## src/rtl/coverage_change_point_collapse_macros.svh

```systemverilog
// ----------------------------------------------------------------------------
// Coverage change-point collapse: assertion macros
// Shared concurrent assertion forms, clocked on clk and idle during reset.
// ----------------------------------------------------------------------------
`ifndef COVERAGE_CHANGE_POINT_COLLAPSE_MACROS_SVH
`define COVERAGE_CHANGE_POINT_COLLAPSE_MACROS_SVH

// Same-cycle implication
`define CCPC_ASSERT_IMP(lbl, ante, cons) \
	lbl: assert property (@(posedge clk) disable iff (!arst_n) (ante) |-> (cons)) \
		else $error("ccpc assertion failed");

// Next-cycle implication
`define CCPC_ASSERT_NXT(lbl, ante, cons) \
	lbl: assert property (@(posedge clk) disable iff (!arst_n) (ante) |=> (cons)) \
		else $error("ccpc assertion failed");

`endif

```

## src/rtl/ccpc_pkg.sv

```systemverilog
// ----------------------------------------------------------------------------
// ccpc_pkg
// Types and constants shared by the change-point collapse modules.
// ----------------------------------------------------------------------------
package ccpc_pkg;

	localparam int POS_W   = 32;
	localparam int DEPTH_W = 32;
	// Up to three points per event: a change point, the flushed run, the tail run
	localparam int NPTS    = 3;
	localparam int QDEPTH  = 4;
	localparam int QAW     = $clog2(QDEPTH);
	localparam int QCW     = $clog2(QDEPTH + 1);

	typedef struct packed {
		logic [POS_W-1:0]          pos;
		logic signed [DEPTH_W-1:0] depth;
		logic                      last;
	} point_t;

	// Points caused by one event; mask bit i marks pts[i] as present
	typedef struct packed {
		logic [NPTS-1:0]     mask;
		point_t [NPTS-1:0]   pts;
	} bundle_t;

	typedef struct packed {
		logic            full;
		logic            empty;
		logic [QCW-1:0]  count;
	} qstat_t;

endpackage

```

## src/rtl/ccpc_front.sv

```systemverilog
// ----------------------------------------------------------------------------
// ccpc_front
// Accepts events, updates running depth and pending run, and builds the
// bundle of change points each event causes.
// ----------------------------------------------------------------------------
module ccpc_front import ccpc_pkg::*; (
	input  logic                      clk,
	input  logic                      arst_n,
	input  logic                      in_valid,
	input  logic                      q_full,
	input  logic [POS_W-1:0]          event_position,
	input  logic signed [DEPTH_W-1:0] event_delta,
	input  logic                      final_event,
	output logic                      in_ready,
	output logic                      push,
	output bundle_t                   bundle
);

	logic [POS_W-1:0]          cursor_q;
	logic signed [DEPTH_W-1:0] run_q;
	logic [POS_W-1:0]          pend_start_q;
	logic signed [DEPTH_W-1:0] pend_depth_q;

	logic                      accept;
	logic                      emit_chg;
	logic [POS_W-1:0]          pstart_n;
	logic signed [DEPTH_W-1:0] pdepth_n;
	logic signed [DEPTH_W-1:0] run_n;
	logic                      differ;

	assign in_ready = !q_full;
	assign accept   = in_valid && in_ready;

	// Classify the event and compute next state
	always_comb begin
		emit_chg = (event_position != cursor_q) && (run_q != pend_depth_q);
		pdepth_n = emit_chg ? run_q : pend_depth_q;
		pstart_n = emit_chg ? cursor_q : pend_start_q;
		run_n    = run_q + event_delta;
		if (event_position == '0) begin
			pdepth_n = run_n;
		end
		differ = (run_n != pdepth_n);

		bundle.pts[0].pos   = pend_start_q;
		bundle.pts[0].depth = pend_depth_q;
		bundle.pts[0].last  = 1'b0;
		bundle.pts[1].pos   = pstart_n;
		bundle.pts[1].depth = pdepth_n;
		bundle.pts[1].last  = !differ;
		bundle.pts[2].pos   = event_position;
		bundle.pts[2].depth = run_n;
		bundle.pts[2].last  = 1'b1;
		bundle.mask = {final_event && differ, final_event, emit_chg};
	end

	assign push = accept && (bundle.mask != '0);

	// Running state; a final event returns it to reset
	always_ff @(posedge clk or negedge arst_n) begin
		if (!arst_n) begin
			cursor_q     <= '0;
			run_q        <= '0;
			pend_start_q <= '0;
			pend_depth_q <= '0;
		end else if (accept) begin
			if (final_event) begin
				cursor_q     <= '0;
				run_q        <= '0;
				pend_start_q <= '0;
				pend_depth_q <= '0;
			end else begin
				cursor_q     <= event_position;
				run_q        <= run_n;
				pend_start_q <= pstart_n;
				pend_depth_q <= pdepth_n;
			end
		end
	end

endmodule

```

## src/rtl/ccpc_queue.sv

```systemverilog
// ----------------------------------------------------------------------------
// ccpc_queue
// Short FIFO of point bundles between the front and back parts.
// ----------------------------------------------------------------------------
module ccpc_queue import ccpc_pkg::*; (
	input  logic    clk,
	input  logic    arst_n,
	input  logic    push,
	input  bundle_t push_data,
	input  logic    pop,
	output bundle_t head,
	output qstat_t  stat
);

	bundle_t         entries_q [QDEPTH];
	logic [QAW-1:0]  wr_ptr_q;
	logic [QAW-1:0]  rd_ptr_q;
	logic [QCW-1:0]  count_q;
	logic            do_push;
	logic            do_pop;

	assign stat.count = count_q;
	assign stat.full  = (count_q == QCW'(QDEPTH));
	assign stat.empty = (count_q == '0);
	assign do_push    = push && !stat.full;
	assign do_pop     = pop && !stat.empty;
	assign head       = entries_q[rd_ptr_q];

	// Storage
	always_ff @(posedge clk) begin
		if (do_push) begin
			entries_q[wr_ptr_q] <= push_data;
		end
	end

	// Pointers and fill count
	always_ff @(posedge clk or negedge arst_n) begin
		if (!arst_n) begin
			wr_ptr_q <= '0;
			rd_ptr_q <= '0;
			count_q  <= '0;
		end else begin
			if (do_push) begin
				wr_ptr_q <= wr_ptr_q + 1'b1;
			end
			if (do_pop) begin
				rd_ptr_q <= rd_ptr_q + 1'b1;
			end
			if (do_push && !do_pop) begin
				count_q <= count_q + 1'b1;
			end else if (do_pop && !do_push) begin
				count_q <= count_q - 1'b1;
			end
		end
	end

endmodule

```

## src/rtl/ccpc_back.sv

```systemverilog
// ----------------------------------------------------------------------------
// ccpc_back
// Takes the head bundle apart one point per cycle, unless stalled, into out_point.
// ----------------------------------------------------------------------------
module ccpc_back import ccpc_pkg::*; (
	input  logic                clk,
	input  logic                arst_n,
	input  bundle_t             head,
	input  logic                q_empty,
	output logic                pop,
	output logic                out_valid,
	input  logic                out_ready,
	output point_t              out_point
);

	logic [NPTS-1:0] done_q;
	logic [NPTS-1:0] remain;
	logic [NPTS-1:0] pick;
	logic            load;
	logic            advance;
	logic            out_valid_q;
	point_t          out_point_q;
	point_t          sel;

	assign out_valid = out_valid_q;
	assign out_point = out_point_q;
	assign load      = !out_valid_q || out_ready;
	assign advance   = load && !q_empty;

	// Lowest point of the head bundle not yet sent
	always_comb begin
		remain = head.mask & ~done_q;
		pick   = remain & (~remain + 1'b1);
		sel    = head.pts[0];
		for (int i = 0; i < NPTS; i++) begin
			if (pick[i]) begin
				sel = head.pts[i];
			end
		end
		pop = advance && ((remain & ~pick) == '0);
	end

	// Sent-point mask for the head bundle
	always_ff @(posedge clk or negedge arst_n) begin
		if (!arst_n) begin
			done_q <= '0;
		end else if (advance) begin
			done_q <= pop ? '0 : (done_q | pick);
		end
	end

	// Output register
	always_ff @(posedge clk or negedge arst_n) begin
		if (!arst_n) begin
			out_valid_q <= 1'b0;
		end else if (load) begin
			out_valid_q <= !q_empty;
		end
	end

	always_ff @(posedge clk) begin
		if (advance) begin
			out_point_q <= sel;
		end
	end

endmodule

```

## src/rtl/coverage_change_point_collapse.sv

```systemverilog
// ----------------------------------------------------------------------------
// coverage_change_point_collapse
// Collapses a sorted stream of coverage events into constant-depth runs.
// ----------------------------------------------------------------------------
// Input channel s_*: one event per item: position, signed depth change, and
// tlast on the final event of a sequence. Output channel m_*: one change
// point per item: run start, depth, and tlast on the sequence's last point.
// An event yields zero to three points. It is accepted whenever the four-entry
// bundle queue has room, so events enter at one per cycle. An event's bundle is
// written into the queue and then loaded into the output register, where
// m_tvalid rises for its point. The output side sends one point per cycle
// while m_tready is high, so sustained rate is set by the output port, and an
// event that flushes a sequence puts up to three points through it.
// When the receiver stalls, the output register holds its point and the
// queue absorbs up to four more point-producing events before s_tready drops;
// events that produce no point never take a queue entry.
// Reset clears running depth, pending run, queue and output valid flag; the
// block is ready for an event as soon as reset is released.
// ----------------------------------------------------------------------------
module coverage_change_point_collapse import ccpc_pkg::*; (
	input  logic        clk,
	input  logic        arst_n,
	input  logic        s_tvalid,
	output logic        s_tready,
	input  logic [63:0] s_tdata,   // [31:0] event_position, [63:32] event_delta
	input  logic        s_tlast,   // final_event
	output logic        m_tvalid,
	input  logic        m_tready,
	output logic [63:0] m_tdata,   // [31:0] run_position, [63:32] run_depth
	output logic        m_tlast    // run_last
);

	logic    push;
	logic    pop;
	bundle_t bundle;
	bundle_t head;
	qstat_t  qstat;
	point_t  out_point;

	ccpc_front u_front (
		.clk            (clk),
		.arst_n         (arst_n),
		.in_valid       (s_tvalid),
		.q_full         (qstat.full),
		.event_position (s_tdata[31:0]),
		.event_delta    (s_tdata[63:32]),
		.final_event    (s_tlast),
		.in_ready       (s_tready),
		.push           (push),
		.bundle         (bundle)
	);

	ccpc_queue u_queue (
		.clk       (clk),
		.arst_n    (arst_n),
		.push      (push),
		.push_data (bundle),
		.pop       (pop),
		.head      (head),
		.stat      (qstat)
	);

	ccpc_back u_back (
		.clk       (clk),
		.arst_n    (arst_n),
		.head      (head),
		.q_empty   (qstat.empty),
		.pop       (pop),
		.out_valid (m_tvalid),
		.out_ready (m_tready),
		.out_point (out_point)
	);

	assign m_tdata = {out_point.depth, out_point.pos};
	assign m_tlast = out_point.last;

	// Checks
	`include "coverage_change_point_collapse_macros.svh"

	`CCPC_ASSERT_IMP(a_ready_full, !s_tready, qstat.count == QCW'(QDEPTH))
	`CCPC_ASSERT_IMP(a_push_nonempty, push, bundle.mask != '0)
	`CCPC_ASSERT_IMP(a_pop_has_data, pop, !qstat.empty)
	`CCPC_ASSERT_NXT(a_pop_loads, pop, m_tvalid)

endmodule
```

## config.mk

```make
export PLATFORM = sky130hd
export DESIGN_NAME = coverage_change_point_collapse
export DESIGN_NICKNAME = d
export VERILOG_FILES = /design/src/rtl/ccpc_pkg.sv /design/src/rtl/ccpc_front.sv /design/src/rtl/ccpc_queue.sv /design/src/rtl/ccpc_back.sv /design/src/rtl/coverage_change_point_collapse.sv
export VERILOG_INCLUDE_DIRS = /design/src /design/src/rtl
export SDC_FILE = /design/constraint.sdc
export NUM_CORES = 1
export LEC_CHECK = 0
export BUFFER_PORTS_ARGS = -buffer_cell sky130_fd_sc_hd__buf_2
export CORE_UTILIZATION = 35
export DETAILED_ROUTE_END_ITERATION = 8
export PLACE_DENSITY = 0.61
export SYNTH_ARGS = -nofsm -noshare
export SYNTH_HDL_FRONTEND = slang
export SYNTH_HIERARCHICAL = 1
export SYNTH_SLANG_ARGS = --single-unit
```

## constraint.sdc

```tcl
create_clock -name clk -period 11 [get_ports clk]
set_clock_uncertainty 0.05 [all_clocks]
set_input_delay 2.2 -clock clk [delete_from_list [all_inputs] [get_ports clk]]
set_output_delay 2.2 -clock clk [all_outputs]
set_load 0.01 [all_outputs]
```

# --- Word-level counts from Yosys, hierarchy flattened ---
# Memory sizes are Yosys's and may differ from the RTL's.
# Index checks and enable logic that the tools add are counted.
totals:
  ff_bits: 204
  ramBits: 784
  inputBits: 69
  out_inout_bits: 67
  elab_cells: 66
  mem_count: 1
classes:
  add_sub_neg: 6
  eq_ne: 4
  n_mux: 14
  bitwise_logic: 7
  reduce_logical: 22
memory_table:
  columns: ["name", "depth", "word_bits", "read_ports", "rd_clocked_by_memory_dff", "write_ports", "line_no", "rtl"]
  rows:
  - ["u_queue.entries_q", 4, 196, 1, 0, 1, "ccpc_queue.sv:15", "bundle_t entries_q [QDEPTH];"]
op_table:
  columns: ["cell", "n"]
  rows:
  - ["two-way mux 32 bit", 7]
  - ["two-way mux 65 bit", 2]
  - ["inequality test 32 bit", 3]
  - ["adder 32 bit", 1]
  - ["logical NOT 32 bit", 1]
  - ["logical AND 1 bit", 10]
  - ["bitwise AND 3 bit", 3]
  - ["two-way mux 3 bit", 3]
  - ["NOT 3 bit", 3]
  - ["adder 3 x 1 -> 3 bit, second input constant", 2]
  - ["logical NOT 1 bit", 6]
  - ["logical NOT 3 bit", 2]
  - ["adder 2 x 1 -> 2 bit, second input constant", 2]
  - ["equality test 3 bit, second input constant", 1]
  - ["bitwise OR 3 bit", 1]
  - ["nonzero test 3 bit", 1]
  - ["subtractor 3 x 1 -> 3 bit, second input constant", 1]
  - ["two-way mux 1 bit", 2]
  - ["nonzero test 2 bit", 1]
  - ["logical OR 1 bit", 1]

# --- Depth between registers and ports, before layout ---
depth:
  ltp_word: 13
  ltp_mapped: 18
  depth_no_buf: 12

# --- Hierarchy ---
# The synthesis kept the hierarchy.
by_module_without_submodules:
  columns: ["mod", "n_inst", "cells_per_inst", "area_each_um2", "seq_area_each_um2"]
  rows:
  - ["ccpc_queue", 1, 1070, 29017.8, 23958.0]
  - ["ccpc_front", 1, 1030, 8956.1, 3203.1]
  - ["ccpc_back", 1, 411, 4249.1, 2052.0]

# --- Least setup slack after synthesis ---
# Ideal clock, no wire load.
synth_timing:
  kind: "input to register"
  from: "input port s_tdata[15]"
  to: "memory u_queue/entries_q[0][0] (netlist bit), enable pin"
  setup_time_ns: 0.583
  t_arrival_ns: 8.647
  t_required_ns: 10.367
  path_slack_ns: 1.720
  stages: 13
  n_path_buf: 6
  path_cell_list: "xor2_1 nor4_2 nand4_1 o22ai_4 buf_12 buf_2 buf_2 clkbuf_1 clkbuf_1 a21oi_1 nor2b_1 buf_2 and2_1"
synth_via:
  elab_chain_len: 11
  elab_cells_between_ends: 12
  cone_classes: "2 x eq/ne; 4 x mux; 6 x reduce/logical"
synth_rtl:
  columns: ["element", "line_no", "rtl"]
  rows:
  - ["start, declared", "coverage_change_point_collapse.sv:25", "input logic [63:0] s_tdata,"]
  - ["inequality test 32 bit", "ccpc_front.sv:36", "emit_chg = (event_position != cursor_q) && (run_q != pend_depth_q);"]
  - ["logical AND 1 bit", "ccpc_front.sv:36", null]
  - ["two-way mux 32 bit", "ccpc_front.sv:37", "pdepth_n = emit_chg ? run_q : pend_depth_q;"]
  - ["two-way mux 32 bit", "ccpc_front.sv:40", "if (event_position == '0) begin"]
  - ["inequality test 32 bit", "ccpc_front.sv:43", "differ = (run_n != pdepth_n);"]
  - ["logical AND 1 bit", "ccpc_front.sv:54", "bundle.mask = {final_event && differ, final_event, emit_chg};"]
  - ["nonzero test 3 bit *", "ccpc_front.sv:57", "assign push = accept && (bundle.mask != '0);"]
  - ["logical AND 1 bit *", "ccpc_front.sv:57", null]
  - ["net push", "coverage_change_point_collapse.sv:33", "logic push;"]
  - ["logical AND 1 bit *", "ccpc_queue.sv:25", "assign do_push = push && !stat.full;"]
  - ["net u_queue.do_push", "ccpc_queue.sv:19", "logic do_push;"]
  - ["two-way mux 1 bit *", "ccpc_queue.sv:31", "if (do_push) begin"]
  - ["two-way mux 1 bit (implied by the code) *", "ccpc_queue.sv:32", "entries_q[wr_ptr_q] <= push_data;"]
  - ["end, declared", "ccpc_queue.sv:15", null]
# Mark *: on every way through the listed nets, which the timed path passes. The rest lies on a longest branch.

==> results.py <==
metrics = {
    "timing": {
        "finalCritPeriodShare_pct": 57.9,
        "max_slew.worst_pin.slew_ps": 1180,
        "setup_viol": 0,
        "timing.final.ws_setup_ps": 4630,
        "slew_violations": 0,
        "fin_crit_ps": 6370,
        "hold_viol": 0,
        "relSlewSlack_pct": 20.9,
        "setup_tns_ps": 0,
        "fmax_mhz": 157,
        "rsz0062_at_grt": "false",
    },
    "clock_network": {
        "post_cts_buffers": 0,
        "path_clk_slew_ps": 60,
        "clk_latency_ps": 660,
        "cts_resized": 0,
        "clock_sinks": 996,
        "cts_made_buffers": 95,
        "cts-root-buf": "clkbuf_16",
        "cts_hold_buf": 0,
        "clockBufferDepth": 3,
        "cts.htree.levels": 3,
        "cts_tree": "done",
    },
    "synth": {
        "synth_top_area_share_pct": 60.9,
        "synth-seq-cells": 996,
        "ys_async_sr_fraction_pct": 14.0,
        "syn-num-nets": 2618,
        "yosysTopAreaCell": "edfxtp_1",
        "yosysSeqAreaShare_pct": 69.2,
        "syn_avg_cell_area_um2": 16.8,
        "synthFlopType": "edfxtp_1",
        "yosys_warnings": 6,
        "yosysUniqueCellTypes": 69,
        "synthTopCellsByArea": "edfxtp_1, mux4_2, dfrtp_1, xor2_1, nand2_1",
        "syn_inst": 2511,
        "synth_edf_count": 857,
        "mappedNetlistArea_um2": 42200,
    },
    "grt": {
        "antenna_found_initial": 8,
        "grt_pass1_wl_um": 159000,
        "grt_pass1_vias": 23300,
        "grt_max_degree": 134,
        "grt-ovfl-total": 0,
        "gr-usage-all-layers_pct": 17.5,
    },
    "detailed_routing": {
        "met1_length_um": 46600,
        "vias": 23400,
        "firstDrtPassIters": 6,
        "drt_iter0_drc": 2232,
        "drc_errors": 0,
        "wirelength_um": 108000,
        "ant_nets": 0,
        "top_layer": "met5",
        "wl_met2_um": 51200,
        "vias_per_cell": 5.48,
        "met3_wirelength_um": 8410,
        "wl_per_cell_um": 25.2,
    },
    "floorplan": {
        "core_um2": 120000,
        "dieArea_um2": 122000,
        "initial_core_util_pct": 35.2,
        "die_y_um": 349,
        "die_w_um": 349,
        "io_pins": 136,
        "fp-row-count": 127,
    },
    "hold_path": {
        "holdCritStartpoint": "u_queue/count_q[2]",
        "holdPathEnd": "u_queue/count_q[2]",
        "min_path_type": "register to register",
        "hold_depth": 1,
    },
    "placed_design": {
        "dp_cells": 4099,
        "gp_congestion": 0.858,
        "place_ws_ps": 4040,
        "dp_hpwl_um": 62200,
        "placed_cell_area_um2": 44200,
        "io_buffer_count": 135,
    },
    "cells_and_area": {
        "fin_cells": 4279,
        "fillCellCount": 11000,
        "final_net_count": 2691,
        "syn_to_final_growth_pct": 12.2,
        "design_area_um2": 47400,
        "layout-drive-gt1-share_pct": 22.3,
    },
    "setup_path": {
        "start_kind": "input pin",
        "rrSetupSlack_ps": 5320,
        "r2r_cells": 11,
        "critPathTopFamily": "simple AND/OR/NAND/NOR gates",
        "slowest_stage": "buf_4",
        "critical_path_buf_inv_count": 2,
        "r2r-end": "u_queue/entries_q[0][197]",
        "worst-setup-path-type": "input pin to register",
        "slowest_delay_ps": 700,
        "critPathRequiredTime_ps": 11330,
        "cp-end-kind": "register",
        "regToRegStartpoint": "u_front/run_q[1]",
        "cp_cell_sequence": "buf_2, xor2_1, nor4_1, nand4_1, o22ai_4, buf_4, mux2i_1, xor2_1, nand4_1, or4_1, or4_1, o311a_1",
        "critPathMaxFanout": 47,
        "arrival_ps": 6700,
    },
    "power_and_ir_drop": {
        "power_leakage_nw": 16.2,
        "vdd_drop_max_mv": 0.209,
        "p_total_w": 0.0144,
        "powerDensity_nw_per_um2": 303,
    },
    "status": {
        "status": "completed",
    },
    "flow_run": {
        "drv_cap": 0,
    },
}
[worst reg2reg max path, stage by stage, from the launching register on]
cell     delay, ps
dfrtp_1        510
xor2_1         240
nor4_1         490
nand4_1        580
o22ai_4        560
buf_4          700
mux2i_1        490
xor2_1         180
nand4_1        120
or4_1          520
or4_1          540
o311a_1        420
[synth_stat cells (8+ instances only)]
master    count
a211oi_1      8
a21o_1        9
a21oi_1      57
a22o_1       90
a31oi_1      24
a31oi_2      50
and2_1        8
buf_2        40
buf_4        37
buf_6        28
clkbuf_1     84
dfrtp_1     139
edfxtp_1    857
ha_1         36
inv_1        21
mux2i_1      33
mux4_2      198
nand2_1     216
nand3_1      77
nand4_1      13
nor2_1       45
nor4_1       89
o21ai_0     130
xnor2_1      35
xor2_1       95
[layout make-up]
class | count | area [um2] | share of cell area, %
Antenna cell | 1 | 2.50 | 0.00528
Clock buffer | 132 | 2590 | 5.46
Clock inverter | 47 | 594 | 1.25
Inverter | 23 | 88.8 | 0.188
Multi-Input combinational cell | 1295 | 11800 | 25.0
Sequential cell | 996 | 29200 | 61.7
Tap cell | 1612 | 2020 | 4.26
Timing Repair Buffer | 173 | 1020 | 2.15
[how the worst max path moves through the flow]
stage                startpoint                   endpoint  slack [ps]  cells after the start
global route        s_tdata[29]   u_queue/entries_q[0][65]        4430                     12
detailed placement  s_tdata[29]   u_queue/entries_q[0][65]        4040                     12
CTS                 s_tdata[29]   u_queue/entries_q[0][65]        4740                     12
floorplan           s_tdata[15]    u_queue/entries_q[0][0]        1720                     13
finish              s_tdata[29]  u_queue/entries_q[0][197]        4630                     12
global placement    s_tdata[29]  u_queue/entries_q[0][197]        4020                     12
[per-stage QoR]
stage / hold slack [ps] / util [%]
final: 432 / 39.5
after global routing: 461 / 39.5
after CTS: 432 / 39.5
after detailed placement: 427 / 36.9
after global placement: 411 / 36.9
after floorplan: 395 / -
[report_power, final]
part / internal (W) / switching, W / total (W)
clock: 0.00194 / 0.00143 / 0.00336
combinational: 0.00181 / 0.00311 / 0.00492
sequential: 0.00555 / 0.000523 / 0.00607
total: 0.00929 / 0.00506 / 0.0144
[cells in the final DEF (no fill, tap or decap), types with 4 or more instances in the layout]
cell type   synthesis  final
clkinv_2            0     17
and2_1              8      4
nor2_1             45     44
and2_4              0      4
inv_6               0      4
buf_12              1      4
nand4_1            13     13
clkbuf_1           84     30
clkbuf_8            0      7
clkinv_1            1      7
edfxtp_1          857    857
dfrtp_1           139    137
inv_1              21     20
o211ai_1            4      4
a21oi_1            57     57
a211oi_1            8      8
bufinv_16           0     12
a31oi_2            50     50
a22o_1             90     90
a21o_1              9      9
o21ai_0           130    130
o31ai_1             5      5
nand3_1            77     77
mux2i_1            33     33
clkinvlp_4          0      4
clkbuf_16           0     95
nor4_1             89     89
buf_4              37     34
mux4_2            198    198
a31oi_1            24     24
xnor2_1            35     35
buf_2              40    134
nand2_1           216    215
ha_1               36     36
xor2_1             95     95
[registers in the layout, summed over array words and instances (netlist names), 3 cells and up]
register and count:
u_back/done_q 3, u_back/out_point 65, u_front/cursor_q 32, u_front/pend_depth_q 32, u_front/pend_start_q 32, u_front/run_q 32, u_queue/count_q 3, u_queue/entries_q 792
[per-layer routing]
metal	up-vias	track usage (%)
li1	10100	-
met5	-	0.235
met3	133	3.74
met2	861	27.9
met4	10	3.39
met1	12300	24.8
[cell families (layout without fill, tap and decap cells)]
family,Yosys count,in the layout,share of synthesized area [%]
xor gates and xnor gates,131,131,2.75
other,2,3,0.0178
AOI/OAI and AO/OA,411,411,7.12
and+or+nand+nor,480,480,5.42
DFF,996,996,69.2
adders and majority gates,38,38,1.16
muxes,233,233,11.4
buffers and inverters,220,375,2.94
(Power assumes the default switching activity.)
